--- src/rtl/core/neighbor_table_aging_engine_defines.svh ---
// ---------------------------------------------------------------------------
// Neighbor table aging engine assertion macros
// Shared helpers for writing clocked assertions in the RTL.
// ---------------------------------------------------------------------------
`ifndef NEIGHBOR_TABLE_AGING_ENGINE_DEFINES_SVH
`define NEIGHBOR_TABLE_AGING_ENGINE_DEFINES_SVH

// Same-cycle implication, checked on every rising edge out of reset.
`define NTE_ASSERT_NOW(label, ante, cons) \
    label: assert property (@(posedge clk) disable iff (!rst_n) (ante) |-> (cons)) \
        else $error("neighbor table check failed");

// Next-cycle implication, checked on every rising edge out of reset.
`define NTE_ASSERT_NEXT(label, ante, cons) \
    label: assert property (@(posedge clk) disable iff (!rst_n) (ante) |=> (cons)) \
        else $error("neighbor table check failed");

`endif

--- src/rtl/core/nte_pkg.sv ---
// ---------------------------------------------------------------------------
// Neighbor table aging engine package
// Types, codes and small lookup functions shared by the engine modules.
// ---------------------------------------------------------------------------
package nte_pkg;

    typedef enum logic [1:0] {
        CMD_BEACON = 2'd0,
        CMD_TICK   = 2'd1,
        CMD_MODE   = 2'd2,
        CMD_FIND   = 2'd3
    } cmd_code_t;

    localparam logic [1:0] KIND_BEACON    = 2'd0;
    localparam logic [1:0] KIND_LINK_DOWN = 2'd1;
    localparam logic [1:0] KIND_FIND      = 2'd2;

    localparam logic [1:0] MODE_DEEP_SLEEP = 2'd0;
    localparam logic [1:0] MODE_WATCH      = 2'd1;
    localparam logic [1:0] MODE_ALERT      = 2'd2;
    localparam logic [1:0] MODE_REALTIME   = 2'd3;

    localparam logic [1:0] REG_OWN_ID       = 2'd0;
    localparam logic [1:0] REG_OWN_HOP      = 2'd1;
    localparam logic [1:0] REG_OWN_TX_POWER = 2'd2;

    localparam logic [7:0] OWN_HOP_RESET  = 8'hFF;
    localparam logic [7:0] BEACON_CAP     = 8'h01;
    localparam logic [7:0] HISTORY_NEW    = 8'h01;
    localparam logic [6:0] QUALITY_NEW    = 7'd12;

    // Interval and timeout values fit in 21 bits.
    localparam int TIME_W = 21;

    typedef struct packed {
        logic [15:0] node;
        logic [7:0]  rssi;
        logic [6:0]  quality;
        logic [31:0] seen;
        logic [7:0]  hop;
        logic [7:0]  power;
        logic [7:0]  capability;
        logic [7:0]  history;
        logic [3:0]  decay;
    } entry_t;

    typedef struct packed {
        logic load;
        logic decode;
        logic scan_step;
        logic commit;
        logic emit_find;
        logic emit_bcn;
        logic emit_down;
    } ctl_t;

    typedef struct packed {
        cmd_code_t cmd;
        logic      drop;
        logic      mode_zero;
        logic      shrink;
        logic      scan_end;
        logic      bcn_due;
        logic      any_down;
        logic      last_down;
    } stat_t;

    function automatic logic [TIME_W-1:0] interval_of(input logic [1:0] m);
        logic [TIME_W-1:0] v;
        case (m)
            MODE_REALTIME: v = 21'd1000;
            MODE_ALERT:    v = 21'd5000;
            MODE_WATCH:    v = 21'd30000;
            default:       v = 21'd300000;
        endcase
        return v;
    endfunction

    function automatic logic [TIME_W-1:0] timeout_of(input logic [1:0] m);
        logic [TIME_W-1:0] v;
        case (m)
            MODE_REALTIME: v = 21'd3000;
            MODE_ALERT:    v = 21'd15000;
            MODE_WATCH:    v = 21'd120000;
            default:       v = 21'd1200000;
        endcase
        return v;
    endfunction

    // Percentage of ones in the eight-beacon reception history.
    function automatic logic [6:0] quality_of(input logic [7:0] h);
        logic [3:0] n;
        logic [6:0] q;
        n = 4'd0;
        for (int i = 0; i < 8; i++) begin
            n = n + {3'd0, h[i]};
        end
        case (n)
            4'd0:    q = 7'd0;
            4'd1:    q = 7'd12;
            4'd2:    q = 7'd25;
            4'd3:    q = 7'd37;
            4'd4:    q = 7'd50;
            4'd5:    q = 7'd62;
            4'd6:    q = 7'd75;
            4'd7:    q = 7'd87;
            default: q = 7'd100;
        endcase
        return q;
    endfunction

endpackage

--- src/rtl/core/nte_datapath.sv ---
// ---------------------------------------------------------------------------
// Neighbor table datapath
// Table memory, valid bits, scan pipeline, counters and result register.
// ---------------------------------------------------------------------------
module nte_datapath #(
    parameter int TABLE_ENTRIES        = 32,
    parameter int MAX_EXPIRED_PER_TICK = 4,
    parameter int DECAY_LIMIT          = 8,
    parameter int BEACON_BYTES         = 8
) (
    input  logic                clk,
    input  logic                rst_n,
    input  nte_pkg::ctl_t       ctl,
    output nte_pkg::stat_t      stat,
    input  logic [15:0]         own_id,
    input  logic [7:0]          own_hop,
    input  logic [7:0]          own_tx_power,
    input  logic [1:0]          command,
    input  logic [31:0]         now_ms,
    input  logic [15:0]         source_id,
    input  logic [7:0]          packet_length,
    input  logic [7:0]          source_hop,
    input  logic signed [7:0]   source_power,
    input  logic [7:0]          source_capability,
    input  logic [7:0]          received_rssi,
    input  logic [1:0]          new_mode,
    input  logic [15:0]         query_id,
    output logic                result_strobe,
    output logic [1:0]          item_kind,
    output logic [15:0]         node_id,
    output logic [7:0]          hop_count,
    output logic signed [7:0]   tx_power,
    output logic [7:0]          capability,
    output logic [7:0]          signal_strength,
    output logic [6:0]          link_quality,
    output logic [31:0]         seen_time_ms,
    output logic [5:0]          neighbor_total,
    output logic [7:0]          beacon_sequence,
    output logic                found,
    output logic                last_item
);

    localparam int IDX_W = (TABLE_ENTRIES > 1) ? $clog2(TABLE_ENTRIES) : 1;
    localparam int PTR_W = IDX_W + 1;
    localparam int CNT_W = $clog2(TABLE_ENTRIES + 1);
    localparam int NG_W  = $clog2(MAX_EXPIRED_PER_TICK + 1);
    localparam int GI_W  = (MAX_EXPIRED_PER_TICK > 1) ? $clog2(MAX_EXPIRED_PER_TICK) : 1;
    localparam int TW    = nte_pkg::TIME_W;

    // Latched command fields.
    nte_pkg::cmd_code_t cmd_reg;
    logic [31:0] now_reg;
    logic [15:0] src_reg;
    logic [7:0]  len_reg;
    logic [7:0]  shop_reg;
    logic [7:0]  spow_reg;
    logic [7:0]  scap_reg;
    logic [7:0]  rssi_reg;
    logic [1:0]  nmode_reg;
    logic [15:0] qid_reg;

    // Engine state.
    logic [1:0]               mode_reg;
    logic                     pending_reg;
    logic [7:0]               bcnt_reg;
    logic [CNT_W-1:0]         vcount_reg;
    logic [31:0]              lbt_reg;
    logic [TABLE_ENTRIES-1:0] valid_reg;

    nte_pkg::entry_t mem [TABLE_ENTRIES];
    nte_pkg::entry_t rd_data_reg;

    logic [PTR_W-1:0] rd_ptr_reg;
    logic             p_vld_reg;
    logic [IDX_W-1:0] p_idx_reg;

    logic             match_reg;
    logic [IDX_W-1:0] match_idx_reg;
    nte_pkg::entry_t  match_ent_reg;
    logic             free_reg;
    logic [IDX_W-1:0] free_idx_reg;

    logic [NG_W-1:0]  ng_reg;
    logic [NG_W-1:0]  down_ptr_reg;
    logic [15:0]      gone_reg [MAX_EXPIRED_PER_TICK];

    logic [TW-1:0]    ivl;
    logic [TW-1:0]    tmo;
    nte_pkg::entry_t  p_ent;
    logic             p_valid;
    logic [31:0]      age;
    logic [4:0]       dc1;
    logic [25:0]      thr;
    logic             is_exp;
    logic             stop;
    logic             do_decay;
    logic [15:0]      key;
    logic             hit;
    logic             proc;
    logic             rd_go;

    logic             wr_en;
    logic [IDX_W-1:0] wr_addr;
    nte_pkg::entry_t  wr_data;
    logic [CNT_W+5:0] vcount_ext;

    always_comb
    begin
        ivl     = nte_pkg::interval_of(mode_reg);
        tmo     = nte_pkg::timeout_of(mode_reg);
        p_ent   = rd_data_reg;
        p_valid = valid_reg[p_idx_reg];
        age     = now_reg - p_ent.seen;
        dc1     = {1'b0, p_ent.decay} + 5'd1;
        thr     = {21'd0, dc1} * {5'd0, ivl};
        is_exp  = p_valid && (age >= {11'd0, tmo});
        stop    = p_vld_reg && (cmd_reg == nte_pkg::CMD_TICK) && is_exp
                  && (ng_reg == NG_W'(MAX_EXPIRED_PER_TICK));
        do_decay = p_valid && !is_exp && (age >= {11'd0, ivl})
                   && (p_ent.decay < 4'(DECAY_LIMIT)) && (age >= {6'd0, thr});
        key     = (cmd_reg == nte_pkg::CMD_FIND) ? qid_reg : src_reg;
        hit     = p_valid && (p_ent.node == key);
        proc    = ctl.scan_step && p_vld_reg && !stop;
        rd_go   = ctl.scan_step && (rd_ptr_reg < PTR_W'(TABLE_ENTRIES));
    end

    always_comb
    begin
        stat.cmd       = cmd_reg;
        stat.drop      = (len_reg < 8'(BEACON_BYTES)) || (src_reg == own_id);
        stat.mode_zero = (mode_reg == nte_pkg::MODE_DEEP_SLEEP);
        stat.shrink    = nte_pkg::interval_of(nmode_reg) < ivl;
        stat.scan_end  = p_vld_reg && ((p_idx_reg == IDX_W'(TABLE_ENTRIES - 1)) || stop);
        stat.bcn_due   = (now_reg - lbt_reg) >= {11'd0, ivl};
        stat.any_down  = (ng_reg != '0);
        stat.last_down = (down_ptr_reg == (ng_reg - NG_W'(1)));
    end

    // Table write port: decay and restamp during the scan, beacon update after it.
    always_comb
    begin
        wr_en   = 1'b0;
        wr_addr = p_idx_reg;
        wr_data = p_ent;
        if (proc && (cmd_reg == nte_pkg::CMD_TICK) && do_decay)
        begin
            wr_en           = 1'b1;
            wr_data.history = {p_ent.history[6:0], 1'b0};
            wr_data.quality = nte_pkg::quality_of({p_ent.history[6:0], 1'b0});
            wr_data.decay   = p_ent.decay + 4'd1;
        end
        else if (proc && (cmd_reg == nte_pkg::CMD_MODE) && p_valid)
        begin
            wr_en        = 1'b1;
            wr_data.seen = now_reg;
        end
        else if (ctl.commit && (match_reg || free_reg))
        begin
            wr_en   = 1'b1;
            wr_addr = match_reg ? match_idx_reg : free_idx_reg;
            if (match_reg)
            begin
                wr_data.node    = match_ent_reg.node;
                wr_data.history = {match_ent_reg.history[6:0], 1'b1};
                wr_data.quality = nte_pkg::quality_of({match_ent_reg.history[6:0], 1'b1});
            end
            else
            begin
                wr_data.node    = src_reg;
                wr_data.history = nte_pkg::HISTORY_NEW;
                wr_data.quality = nte_pkg::QUALITY_NEW;
            end
            wr_data.rssi       = rssi_reg;
            wr_data.seen       = now_reg;
            wr_data.hop        = shop_reg;
            wr_data.power      = spow_reg;
            wr_data.capability = scap_reg;
            wr_data.decay      = 4'd0;
        end
    end

    always_ff @(posedge clk)
    begin
        if (wr_en)
        begin
            mem[wr_addr] <= wr_data;
        end
        if (rd_go)
        begin
            rd_data_reg <= mem[rd_ptr_reg[IDX_W-1:0]];
        end
    end

    // Payload registers with no reset.
    always_ff @(posedge clk)
    begin
        if (ctl.load)
        begin
            cmd_reg   <= nte_pkg::cmd_code_t'(command);
            now_reg   <= now_ms;
            src_reg   <= source_id;
            len_reg   <= packet_length;
            shop_reg  <= source_hop;
            spow_reg  <= source_power;
            scap_reg  <= source_capability;
            rssi_reg  <= received_rssi;
            nmode_reg <= new_mode;
            qid_reg   <= query_id;
        end
        if (rd_go)
        begin
            p_idx_reg <= rd_ptr_reg[IDX_W-1:0];
        end
        if (proc && hit && !match_reg)
        begin
            match_idx_reg <= p_idx_reg;
            match_ent_reg <= p_ent;
        end
        if (proc && !p_valid && !free_reg)
        begin
            free_idx_reg <= p_idx_reg;
        end
        if (proc && (cmd_reg == nte_pkg::CMD_TICK) && is_exp)
        begin
            gone_reg[ng_reg[GI_W-1:0]] <= p_ent.node;
        end
    end

    // Control state.
    always_ff @(posedge clk or negedge rst_n)
    begin
        if (!rst_n)
        begin
            mode_reg     <= nte_pkg::MODE_DEEP_SLEEP;
            pending_reg  <= 1'b1;
            bcnt_reg     <= 8'd0;
            vcount_reg   <= '0;
            lbt_reg      <= 32'd0;
            valid_reg    <= '0;
            rd_ptr_reg   <= '0;
            p_vld_reg    <= 1'b0;
            match_reg    <= 1'b0;
            free_reg     <= 1'b0;
            ng_reg       <= '0;
            down_ptr_reg <= '0;
        end
        else
        begin
            if (ctl.decode)
            begin
                rd_ptr_reg   <= '0;
                p_vld_reg    <= 1'b0;
                match_reg    <= 1'b0;
                free_reg     <= 1'b0;
                ng_reg       <= '0;
                down_ptr_reg <= '0;
                if (cmd_reg == nte_pkg::CMD_MODE)
                begin
                    mode_reg <= nmode_reg;
                    if ((mode_reg == nte_pkg::MODE_DEEP_SLEEP)
                        && (nmode_reg != nte_pkg::MODE_DEEP_SLEEP))
                    begin
                        pending_reg <= 1'b1;
                    end
                end
                if ((cmd_reg == nte_pkg::CMD_TICK)
                    && (mode_reg != nte_pkg::MODE_DEEP_SLEEP) && pending_reg)
                begin
                    lbt_reg     <= now_reg - {11'd0, ivl};
                    pending_reg <= 1'b0;
                end
            end
            if (ctl.scan_step)
            begin
                p_vld_reg <= rd_go;
                if (rd_go)
                begin
                    rd_ptr_reg <= rd_ptr_reg + PTR_W'(1);
                end
            end
            if (proc && hit)
            begin
                match_reg <= 1'b1;
            end
            if (proc && !p_valid)
            begin
                free_reg <= 1'b1;
            end
            if (proc && (cmd_reg == nte_pkg::CMD_TICK) && is_exp)
            begin
                ng_reg               <= ng_reg + NG_W'(1);
                valid_reg[p_idx_reg] <= 1'b0;
                vcount_reg           <= vcount_reg - CNT_W'(1);
            end
            if (ctl.commit && !match_reg && free_reg)
            begin
                valid_reg[free_idx_reg] <= 1'b1;
                vcount_reg              <= vcount_reg + CNT_W'(1);
            end
            if (ctl.emit_bcn)
            begin
                bcnt_reg <= bcnt_reg + 8'd1;
                lbt_reg  <= now_reg;
            end
            if (ctl.emit_down)
            begin
                down_ptr_reg <= down_ptr_reg + NG_W'(1);
            end
        end
    end

    assign vcount_ext = {6'd0, vcount_reg};

    // Result register.
    always_ff @(posedge clk or negedge rst_n)
    begin
        if (!rst_n)
        begin
            result_strobe <= 1'b0;
        end
        else
        begin
            result_strobe <= ctl.emit_find || ctl.emit_bcn || ctl.emit_down;
        end
    end

    always_ff @(posedge clk)
    begin
        if (ctl.emit_find || ctl.emit_bcn || ctl.emit_down)
        begin
            hop_count       <= 8'd0;
            tx_power        <= 8'sd0;
            capability      <= 8'd0;
            signal_strength <= 8'd0;
            link_quality    <= 7'd0;
            seen_time_ms    <= 32'd0;
            neighbor_total  <= 6'd0;
            beacon_sequence <= 8'd0;
            found           <= 1'b0;
            if (ctl.emit_find)
            begin
                item_kind <= nte_pkg::KIND_FIND;
                node_id   <= qid_reg;
                last_item <= 1'b1;
                if (match_reg)
                begin
                    hop_count       <= match_ent_reg.hop;
                    tx_power        <= $signed(match_ent_reg.power);
                    capability      <= match_ent_reg.capability;
                    signal_strength <= match_ent_reg.rssi;
                    link_quality    <= match_ent_reg.quality;
                    seen_time_ms    <= match_ent_reg.seen;
                    found           <= 1'b1;
                end
            end
            else if (ctl.emit_bcn)
            begin
                item_kind       <= nte_pkg::KIND_BEACON;
                node_id         <= own_id;
                hop_count       <= own_hop;
                tx_power        <= $signed(own_tx_power);
                capability      <= nte_pkg::BEACON_CAP;
                neighbor_total  <= vcount_ext[5:0];
                beacon_sequence <= bcnt_reg;
                last_item       <= (ng_reg == '0);
            end
            else
            begin
                item_kind <= nte_pkg::KIND_LINK_DOWN;
                node_id   <= gone_reg[down_ptr_reg[GI_W-1:0]];
                last_item <= stat.last_down;
            end
        end
    end

endmodule

--- src/rtl/core/nte_ctrl.sv ---
// ---------------------------------------------------------------------------
// Neighbor table controller
// Sequences decode, table scan, update and result transfers per command.
// ---------------------------------------------------------------------------
module nte_ctrl (
    input  logic           clk,
    input  logic           rst_n,
    input  logic           start,
    output logic           busy,
    input  nte_pkg::stat_t stat,
    output nte_pkg::ctl_t  ctl
);

    typedef enum logic [2:0] {
        S_IDLE,
        S_DECODE,
        S_SCAN,
        S_FINISH,
        S_DOWN
    } state_t;

    state_t state_reg;
    state_t state_next;

    always_comb
    begin
        ctl        = '0;
        state_next = state_reg;
        case (state_reg)
            S_IDLE:
            begin
                if (start)
                begin
                    ctl.load   = 1'b1;
                    state_next = S_DECODE;
                end
            end
            S_DECODE:
            begin
                ctl.decode = 1'b1;
                case (stat.cmd)
                    nte_pkg::CMD_BEACON: state_next = stat.drop ? S_IDLE : S_SCAN;
                    nte_pkg::CMD_TICK:   state_next = stat.mode_zero ? S_IDLE : S_SCAN;
                    nte_pkg::CMD_MODE:   state_next = stat.shrink ? S_SCAN : S_IDLE;
                    default:             state_next = S_SCAN;
                endcase
            end
            S_SCAN:
            begin
                ctl.scan_step = 1'b1;
                if (stat.scan_end)
                begin
                    state_next = S_FINISH;
                end
            end
            S_FINISH:
            begin
                state_next = S_IDLE;
                case (stat.cmd)
                    nte_pkg::CMD_BEACON: ctl.commit = 1'b1;
                    nte_pkg::CMD_FIND:   ctl.emit_find = 1'b1;
                    nte_pkg::CMD_TICK:
                    begin
                        ctl.emit_bcn = stat.bcn_due;
                        if (stat.any_down)
                        begin
                            state_next = S_DOWN;
                        end
                    end
                    default: state_next = S_IDLE;
                endcase
            end
            S_DOWN:
            begin
                ctl.emit_down = 1'b1;
                if (stat.last_down)
                begin
                    state_next = S_IDLE;
                end
            end
            default: state_next = S_IDLE;
        endcase
    end

    always_ff @(posedge clk or negedge rst_n)
    begin
        if (!rst_n)
        begin
            state_reg <= S_IDLE;
        end
        else
        begin
            state_reg <= state_next;
        end
    end

    assign busy = (state_reg != S_IDLE);

endmodule

--- src/rtl/core/neighbor_table_aging_engine.sv ---
// ---------------------------------------------------------------------------
// Neighbor table aging engine
// Mesh neighbor table with beacon intake, aging ticks, mode changes and find.
// ---------------------------------------------------------------------------
// A command transfer is taken on a rising edge where start is high and busy
// is low; the command fields are sampled on that edge. Busy drops in the
// cycle that carries the final result of the command, so that result is on
// the ports while the next command can already be taken.
// Beacon and mode-change commands give no results. A tick gives an optional
// beacon followed by up to MAX_EXPIRED_PER_TICK link-down results; a find
// gives exactly one result. Each result is held on the result ports for one
// cycle with result_strobe high, and last_item marks the final one.
// The receiver cannot hold results off, so none are ever stalled.
// Commands that skip the table: a dropped beacon, a deep-sleep tick or a
// mode change that does not shorten the interval goes from decode straight
// back to idle. Anything else walks the table memory, one entry per cycle,
// through its read port while updates go through a separate write port,
// then finishes and sends any link-down results.
// Reset clears every valid bit at once, so the table is usable as soon as
// reset is released; the configuration registers return to their defaults.
// The APB port accepts register writes at any time; write it only while idle.
// ---------------------------------------------------------------------------
`include "neighbor_table_aging_engine_defines.svh"

module neighbor_table_aging_engine #(
    parameter int TABLE_ENTRIES        = 32,
    parameter int MAX_EXPIRED_PER_TICK = 4,
    parameter int DECAY_LIMIT          = 8,
    parameter int BEACON_BYTES         = 8
) (
    input  logic              clk,
    input  logic              rst_n,
    input  logic              psel,
    input  logic              penable,
    input  logic              pwrite,
    input  logic [3:0]        paddr,
    input  logic [31:0]       pwdata,
    output logic [31:0]       prdata,
    output logic              pready,
    input  logic              start,
    output logic              busy,
    input  logic [1:0]        command,
    input  logic [31:0]       now_ms,
    input  logic [15:0]       source_id,
    input  logic [7:0]        packet_length,
    input  logic [7:0]        source_hop,
    input  logic signed [7:0] source_power,
    input  logic [7:0]        source_capability,
    input  logic [7:0]        received_rssi,
    input  logic [1:0]        new_mode,
    input  logic [15:0]       query_id,
    output logic              result_strobe,
    output logic [1:0]        item_kind,
    output logic [15:0]       node_id,
    output logic [7:0]        hop_count,
    output logic signed [7:0] tx_power,
    output logic [7:0]        capability,
    output logic [7:0]        signal_strength,
    output logic [6:0]        link_quality,
    output logic [31:0]       seen_time_ms,
    output logic [5:0]        neighbor_total,
    output logic [7:0]        beacon_sequence,
    output logic              found,
    output logic              last_item
);

    // Configuration registers. The word index is the address divided by four.
    logic [15:0] own_id_reg;
    logic [7:0]  own_hop_reg;
    logic [7:0]  own_tx_power_reg;
    logic        cfg_write;

    nte_pkg::ctl_t  ctl;
    nte_pkg::stat_t stat;

    assign pready    = 1'b1;
    assign cfg_write = psel && penable && pwrite && pready;

    always_ff @(posedge clk or negedge rst_n)
    begin
        if (!rst_n)
        begin
            own_id_reg       <= 16'd0;
            own_hop_reg      <= nte_pkg::OWN_HOP_RESET;
            own_tx_power_reg <= 8'd0;
        end
        else if (cfg_write)
        begin
            case (paddr[3:2])
                nte_pkg::REG_OWN_ID:       own_id_reg       <= pwdata[15:0];
                nte_pkg::REG_OWN_HOP:      own_hop_reg      <= pwdata[7:0];
                nte_pkg::REG_OWN_TX_POWER: own_tx_power_reg <= pwdata[7:0];
                default:                   own_id_reg       <= own_id_reg;
            endcase
        end
    end

    always_comb
    begin
        case (paddr[3:2])
            nte_pkg::REG_OWN_ID:       prdata = {16'd0, own_id_reg};
            nte_pkg::REG_OWN_HOP:      prdata = {24'd0, own_hop_reg};
            nte_pkg::REG_OWN_TX_POWER: prdata = {24'd0, own_tx_power_reg};
            default:                   prdata = 32'd0;
        endcase
    end

    // The controller walks each command through decode, the table scan and
    // the result transfers; the datapath holds the table and does the work.
    nte_ctrl u_ctrl (
        .clk   (clk),
        .rst_n (rst_n),
        .start (start),
        .busy  (busy),
        .stat  (stat),
        .ctl   (ctl)
    );

    nte_datapath #(
        .TABLE_ENTRIES        (TABLE_ENTRIES),
        .MAX_EXPIRED_PER_TICK (MAX_EXPIRED_PER_TICK),
        .DECAY_LIMIT          (DECAY_LIMIT),
        .BEACON_BYTES         (BEACON_BYTES)
    ) u_datapath (
        .clk               (clk),
        .rst_n             (rst_n),
        .ctl               (ctl),
        .stat              (stat),
        .own_id            (own_id_reg),
        .own_hop           (own_hop_reg),
        .own_tx_power      (own_tx_power_reg),
        .command           (command),
        .now_ms            (now_ms),
        .source_id         (source_id),
        .packet_length     (packet_length),
        .source_hop        (source_hop),
        .source_power      (source_power),
        .source_capability (source_capability),
        .received_rssi     (received_rssi),
        .new_mode          (new_mode),
        .query_id          (query_id),
        .result_strobe     (result_strobe),
        .item_kind         (item_kind),
        .node_id           (node_id),
        .hop_count         (hop_count),
        .tx_power          (tx_power),
        .capability        (capability),
        .signal_strength   (signal_strength),
        .link_quality      (link_quality),
        .seen_time_ms      (seen_time_ms),
        .neighbor_total    (neighbor_total),
        .beacon_sequence   (beacon_sequence),
        .found             (found),
        .last_item         (last_item)
    );

    // An accepted command always occupies the engine in the next cycle.
    `NTE_ASSERT_NEXT(a_accept_busy, start && !busy, busy)
    // The final result of a command is never followed directly by another.
    `NTE_ASSERT_NEXT(a_last_alone, result_strobe && last_item, !result_strobe)
    // Neither idle nor decode produces a result, so an accept is followed by a quiet cycle.
    `NTE_ASSERT_NEXT(a_decode_quiet, start && !busy, !result_strobe)

endmodule
--- config.mk ---
export PLATFORM = sky130hd
export DESIGN_NAME = neighbor_table_aging_engine
export DESIGN_NICKNAME = d
export VERILOG_FILES = /design/src/rtl/core/nte_pkg.sv /design/src/rtl/core/nte_datapath.sv /design/src/rtl/core/nte_ctrl.sv /design/src/rtl/core/neighbor_table_aging_engine.sv
export VERILOG_INCLUDE_DIRS = /design/src /design/src/rtl/core
export SDC_FILE = /design/constraint.sdc
export NUM_CORES = 2
export LEC_CHECK = 0
export ABC_AREA = 1
export BUFFER_PORTS_ARGS = -buffer_cell sky130_fd_sc_hd__buf_2
export CAP_MARGIN = 30
export CORE_MARGIN = 1.5
export CORE_UTILIZATION = 40
export CTS_BUF_LIST = sky130_fd_sc_hd__clkbuf_4 sky130_fd_sc_hd__clkbuf_8
export DETAILED_ROUTE_END_ITERATION = 12
export HOLD_SLACK_MARGIN = 0.08
export PLACE_DENSITY_LB_ADDON = 0.1
export SKIP_LAST_GASP = 1
export SYNTH_ARGS = -nofsm -noshare
export SYNTH_HDL_FRONTEND = slang
export SYNTH_SLANG_ARGS = --single-unit
--- constraint.sdc ---
create_clock -name clk -period 11 [get_ports clk]
set_input_delay 2.2 -clock clk [delete_from_list [all_inputs] [get_ports clk]]
set_output_delay 2.2 -clock clk [all_outputs]
set_load 0.005 [all_outputs]
# After elaboration in Yosys (flattened, before gate mapping)
# Memories as Yosys holds them, arrays and structs flattened. A register that Yosys moved wholly into a read port is not among the register bits.
# Index checks and enable logic that the tools add are counted.
# word_totals
ff_bits	454
latch_bits	0
n_memories	4
rom_bits	112
mem_bits_rw	3232
# classes
mul	1
magnitude_cmp	12
n_addsub	25
bitwise	4
n_shift	0
eq_ne	23
n_mux	88
n_reduce_logical	70
div_mod_pow	0
# memory_table
name	words	width	read_ports	rd_clocked_by_memory_dff	write_ports	line_no	rtl
u_datapath.mem	32	99	1	1	1	nte_datapath.sv:70	nte_pkg::entry_t mem [TABLE_ENTRIES];
u_datapath.gone_reg	4	16	1	0	1	nte_datapath.sv:85	logic [15:0] gone_reg [MAX_EXPIRED_PER_TICK];
(no name shown)	8	7	1	0	0	nte_pkg.sv:98	case (n)
(no name shown)	8	7	1	0	0	nte_pkg.sv:98	
# ops
op	count
$mux 32	6
$pmux 19 s3	2
$mux 99	1
$mux 8	9
$ge 32x19->1	2
$mux 16	4
$sub 32x32->32	2
$pmux 21 s3	1
$mux 56	1
$pmux 16 s3	1
$add 4x1->4	9
$mux 36	1
$and 32x32->32	1
$eq 16x16->1	2
$ge 32x21->1	1
$ge 32x26->1	1
$logic_and 1x1->1	32
$not 32->32	1
$or 32x32->32	1
$sub 32x19->32	1
$mux 31	1
$mux 6	5
$mux 1	29
$mux 7	4
44 further kinds	105

# Logic depth before layout (Yosys ltp)
# logic_depth
depth_word	14
mapped_depth	40
ltp_nobuf	39

# By module
# From an unflattened synthesis, not the netlist that was laid out.
# unflattened
cells_unflattened	12500
area_unflattened_um2	155019.9
# by_module_without_submodules
mod	seq_area_each_um2	cells_each	area_each_um2	instances
nte_datapath	111042.7	12244	153125.6	1
neighbor_table_aging_engine	810.8	215	1645.3	1
nte_ctrl	75.1	41	249.0	1

# Worst setup path before layout
# No wires, ideal clock.
# synth_timing
path_type	register -> register
startpoint	register u_datapath.mode_reg[0]
endpoint	memory u_datapath.mem[14][0] (netlist name), enable pin
setup_slack_ns	0.160
stages_incl_launch_ff	38
synth_period_minus_slack_ns	10.840
path_buffers	0
required_ns	10.444
t_arrival_ns	10.284
cell_sequence	dfrtp_1 -> inv_1 -> ha_1 -> inv_1 -> o21ai_1 -> inv_1 -> nand2_1 -> xor2_1 -> inv_1 -> ha_1 -> o21bai_1 -> fa_1 -> fa_1 -> ha_1 -> nand2_1 -> o21ai_0 -> nand4_1 -> o211ai_1 -> (+2 left out) -> nand3_1 -> nand2_1 -> a21o_1 -> a21oi_1 -> nor2_1 -> o21ai_0 -> ha_1 -> nand2_1 -> inv_1 -> nand3_1 -> nor3_1 -> a21o_1 -> a21oi_1 -> nor2_1 -> nand4_4 -> nand3_4 -> nand3_1 -> nor2_1
# synth_via
elab_chain_cells	14
# synth_lines
item	line_no	rtl
start: declaration	nte_datapath.sv:63	logic [1:0] mode_reg;
start signal: assignment	nte_datapath.sv:234	mode_reg <= nte_pkg::MODE_DEEP_SLEEP;
start signal: assignment	nte_datapath.sv:259	mode_reg <= nmode_reg;
branches (longest 14 deep; another with $ge 32x26->1)	--	
end: declaration	nte_datapath.sv:70	
# Parallel ways; which one is timed is not known.

# Worst setup path in the final report
# layout_timing
startpoint	register, netlist name u_datapath.p_ent[0]
endpoint	memory u_datapath.mem[26][13] (netlist name), enable pin
# layout_via
elab_chain_cells	8
# layout_lines
item	line_no	rtl
$add 4x1->5	nte_datapath.sv:114	dc1 = {1'b0, p_ent.decay} + 5'd1;
$mul 5x19->24	nte_datapath.sv:115	thr = {21'd0, dc1} * {5'd0, ivl};
$ge 32x26->1	nte_datapath.sv:120	&& (p_ent.decay < 4'(DECAY_LIMIT)) && (age >= {6'd0, thr});
$logic_and 1x1->1 (*)	nte_datapath.sv:120	
$logic_and 1x1->1 (*)	nte_datapath.sv:145	if (proc && (cmd_reg == nte_pkg::CMD_TICK) && do_decay)
$mux 1	nte_datapath.sv:145	
$mux 1	nte_datapath.sv:184	if (wr_en)
$mux 1 (not written as such)	nte_datapath.sv:186	mem[wr_addr] <= wr_data;
# Every way passes the cells marked *; elsewhere a longest branch is shown, timed or not.

==> impl_metrics.yaml <==
timing:
  fin_tns_setup_ns: 0
  final_min_period_over_clock_period_pct: 87.0
  fmax_mhz: 105
  setup_violations: 0
  worst_slew_pin_slew_ns: 1.13
  rsz0062_at_grt: "false"
  final_hold_viol_count: 0
  finClkSkew_ns: 0.0747
  max-slew-margin-rel_pct: 24.5
  slew_violations: 0
  final_critical_path_required_period_ns: 9.57
synthesis:
  synthFlopType: "sky130_fd_sc_hd__edfxtp_1"
  synthesis.area_mm2: 0.155
  proportion_of_netlist_area_held_by_the_largest_area_contributor_pct: 70.0
  synth_cells: 12400
  yosys_warnings: 0
  syn_area_per_cell_um2: 12.5
  post-synth-top-area-cell: "sky130_fd_sc_hd__edfxtp_1"
  proportion_of_synthesized_chip_area_in_sequential_cells_pct: 72.1
  synth-async-reset-ratio_pct: 3.52
  synth.ff_latch_count: 3749
  number_of_synthesized_flops_with_an_enable_pin: 3617
  cell_types_occupying_the_most_area_after_synthesis: "sky130_fd_sc_hd__edfxtp_1, sky130_fd_sc_hd__o21ai_0, sky130_fd_sc_hd__nor2_1, sky130_fd_sc_hd__nand2_1, sky130_fd_sc_hd__o22ai_1"
  yosysUniqueCellTypes: 65
setup_path:
  critical_path.startpoint_type: "flip-flop"
  worstPathRequired_ns: 11.80
  worstPathArrival_ns: 10.36
  critical_path_buf_inv_count: 3
  crit_slowest_cell: "sky130_fd_sc_hd__buf_4"
  crit_end: "u_datapath.mem[26][13]$_DFFE_PP_"
  worst-path-max-fanout: 42
  crit_path_start: "u_datapath.p_ent[0]$_DFFE_PP_"
  setup.worst_path.class: "flip-flop to flip-flop"
  crit_family: "simple AND/OR/NAND/NOR gates"
  r2r_setup_slack_ns: 1.43
  critical_path.reg2reg.endpoint: "u_datapath.mem[26][13]$_DFFE_PP_"
  cpPeakStageDelay_ns: 0.74
  crit_path_end_kind: "flip-flop"
  critical_path_depth: 34
  r2r.worst_path.cells: 34
  worst_r2r_startpoint: "u_datapath.p_ent[0]$_DFFE_PP_"
clocking:
  cts.sink_count: 3749
  ctsResizeCount: 0
  cts_hold_buf: 0
  cts_root_buf: "sky130_fd_sc_hd__clkbuf_8"
  max-clock-path-buffers: 4
  ctsHtreeMaxLevel: 6
  cts-buffers-inserted: 642
  insertion_delay_ns: 1.24
  tritoncts: "yes"
  clkSlewWorstSetupHoldPaths_ns: 0.06
  cts_setup_buffers: 0
hold_path:
  hold_start: "u_datapath.p_ent[53]$_DFFE_PP_"
  timing.hold.worst_path_depth: 0
  min_path_type: "flip-flop to flip-flop"
final_layout:
  area.sequential_mm2: 0.112
  layout-area-overhead-vs-synth_pct: 14.0
  number_of_standard_cells_in_the_final_layout_excluding_fillers: 18600
  number_of_nets_in_the_layout: 13300
  largest_register_ffs: 3136
  multiInputGateArea_mm2: 0.0387
  n_fill_cell: 34800
  drive_gt1_share_pct: 12.9
routing:
  vias_per_cell: 5.67
  detail_route.drc_violations: 0
  final_antenna_net_count: 0
  dr.pass1.iters: 7
  first_iter_violations: 10800
  finalWirelength_um: 514000
  routed_wire_length_per_instance_um: 27.7
  detailroute.via_count: 105000
global_routing:
  via_count_of_the_first_global_routing_pass: 103000
  antenna_found_initial: 29
  grt_pass1_wl_um: 735000
  gr-total-overflow: 0
  grtUsageTotal_pct: 25.6
  grt_max_degree: 202
place:
  placed_cells_incl_taps: 17400
  hpwl_um: 286000
  place_congestion: 0.863
  io_buffer_count: 251
pwr:
  power.clock.fraction_pct: 27.0
  combinational_cell_fraction_of_total_power_pct: 34.1
  worst_ir_drop_vdd_v: 0.000238
  power_density_mw_per_mm2: 263
  power_leakage_uw: 0.0611
  power.net_switching_uw: 17700
  total_power_uw: 46600
  cellInternalPower_uw: 28900
  power_frac_seq_pct: 38.9
  swShare_pct: 37.9
job:
  drv.max_cap_violation_count: 0
floorplanning:
  std_cell_rows: 228
  die_w_um: 626
  design.die.area_mm2: 0.392
  fp.dieH_um: 626
  fp.coreArea_mm2: 0.386
  floorplan.initialDensity_pct: 40.2
  top_level_ports: 290
outcome:
  outcome: "finished clean"
==> power by group through the flow <==
| stage | combinational, µW | clock, µW | sequential, µW |
|---|---|---|---|
| floorplan | 9970 | 0 | 18100 |
| global placement | 15500 | 0 | 18400 |
| detailed placement | 15700 | 0 | 18400 |
| CTS | 15800 | 12800 | 18100 |
| global route | 17600 | 13400 | 18200 |
| finish | 15900 | 12600 | 18100 |
==> per-stage QoR <==
stage | area [µm²] | setup slack, ns | utilization (%) | hold slack (ns)
floorplan | 155000 | 0.160 | - | 0.421
global placement | 163000 | 1.30 | 42.3 | 0.440
detailed placement | 164000 | 1.49 | 42.5 | 0.436
CTS | 177000 | 1.41 | 45.8 | 0.443
global route | 177000 | 0.808 | 45.9 | 0.459
finish | 177000 | 1.43 | 45.9 | 0.444
==> layer usage <==
layer | global-route usage [%] | vias to the layer above | wire [µm]
li1 | - | 46500 | -
met2 | 41.1 | 4304 | 237000
met5 | 0 | - | 11
met3 | 4.02 | 707 | 37800
met4 | 5.83 | 2 | 10800
met1 | 36.7 | 53700 | 228000
==> placed cells by master, fill, tap and decap left out, types with 64 or more instances in the layout <==
cell type                     n
sky130_fd_sc_hd__edfxtp_1  3617
sky130_fd_sc_hd__nand3_1    237
sky130_fd_sc_hd__buf_12      69
sky130_fd_sc_hd__ha_1       209
sky130_fd_sc_hd__nor2_1    2059
sky130_fd_sc_hd__clkbuf_8   661
sky130_fd_sc_hd__buf_2      251
sky130_fd_sc_hd__a21oi_1    177
sky130_fd_sc_hd__o221ai_1   234
sky130_fd_sc_hd__clkinv_1   150
sky130_fd_sc_hd__nand4_1     64
sky130_fd_sc_hd__nor3_1      82
sky130_fd_sc_hd__nand2_1   1098
sky130_fd_sc_hd__o21ai_0   1913
sky130_fd_sc_hd__buf_4      169
sky130_fd_sc_hd__xor2_1      84
sky130_fd_sc_hd__a221oi_1    70
sky130_fd_sc_hd__inv_1      613
sky130_fd_sc_hd__dfrtp_1    119
sky130_fd_sc_hd__o22ai_1    578
sky130_fd_sc_hd__clkbuf_4   214
==> area by class of cell <==
type | count | share of cell area (%)
repair buffers | 524 | 2.65
well taps | 5175 | 3.66
diodes | 17 | 0.0240
clock inverters | 279 | 1.09
inverters | 644 | 1.45
flip-flops and latches | 3749 | 63.2
multi-input cells | 7316 | 21.9
clock buffers | 875 | 6.05
==> synth_stat cells (4+ instances only) <==
master	number
sky130_fd_sc_hd__inv_1	630
sky130_fd_sc_hd__xor2_1	84
sky130_fd_sc_hd__nand3b_1	9
sky130_fd_sc_hd__buf_2	24
sky130_fd_sc_hd__buf_4	26
sky130_fd_sc_hd__a32oi_1	38
sky130_fd_sc_hd__a21boi_0	29
sky130_fd_sc_hd__dfstp_2	9
sky130_fd_sc_hd__inv_2	9
sky130_fd_sc_hd__a221o_1	9
sky130_fd_sc_hd__nor3_1	82
sky130_fd_sc_hd__nand2_1	1099
sky130_fd_sc_hd__o21ai_2	5
sky130_fd_sc_hd__a221oi_1	70
sky130_fd_sc_hd__clkbuf_1	674
sky130_fd_sc_hd__xnor2_1	34
sky130_fd_sc_hd__o21a_1	5
sky130_fd_sc_hd__clkinv_1	5
sky130_fd_sc_hd__a41oi_1	9
sky130_fd_sc_hd__o22ai_1	579
sky130_fd_sc_hd__nand3_2	8
sky130_fd_sc_hd__a21oi_2	4
sky130_fd_sc_hd__a31oi_1	32
sky130_fd_sc_hd__o21ai_1	18
sky130_fd_sc_hd__fa_1	37
sky130_fd_sc_hd__o21bai_1	8
sky130_fd_sc_hd__o211ai_1	35
sky130_fd_sc_hd__buf_1	23
sky130_fd_sc_hd__nand4_1	64
sky130_fd_sc_hd__a31o_2	8
sky130_fd_sc_hd__a211oi_1	24
sky130_fd_sc_hd__nor2_1	2091
sky130_fd_sc_hd__o221ai_1	234
sky130_fd_sc_hd__o21ai_0	1961
sky130_fd_sc_hd__nor2_2	12
sky130_fd_sc_hd__o31ai_1	12
sky130_fd_sc_hd__nor4_1	11
sky130_fd_sc_hd__a21oi_1	181
sky130_fd_sc_hd__dfrtp_1	123
sky130_fd_sc_hd__nand3_1	237
sky130_fd_sc_hd__a21o_1	8
sky130_fd_sc_hd__edfxtp_1	3617
sky130_fd_sc_hd__nand2_2	24
sky130_fd_sc_hd__ha_1	209
==> worst min path at each step <==
stage | end
after global placement | u_datapath.match_ent_reg[77]$_DFFE_PP_
after detailed placement | u_datapath.match_ent_reg[54]$_DFFE_PP_
after global routing | u_datapath.match_ent_reg[53]$_DFFE_PP_
after floorplan | u_datapath.match_ent_reg[69]$_DFFE_PP_
after CTS | u_datapath.match_ent_reg[56]$_DFFE_PP_
final | u_datapath.match_ent_reg[53]$_DFFE_PP_
==> cell families after synthesis <==
family,Yosys count,synth area share [%]
and+or+nand+nor,3659,9.43
buffers and inverters,1394,3.47
other,2,0.00484
xor gates and xnor gates,118,0.666
DFF,3749,72.1
adders and majority gates,246,2.16
AOI/OAI and AO/OA,3276,12.2
Note: power is estimated with default switching activity, not from simulation.
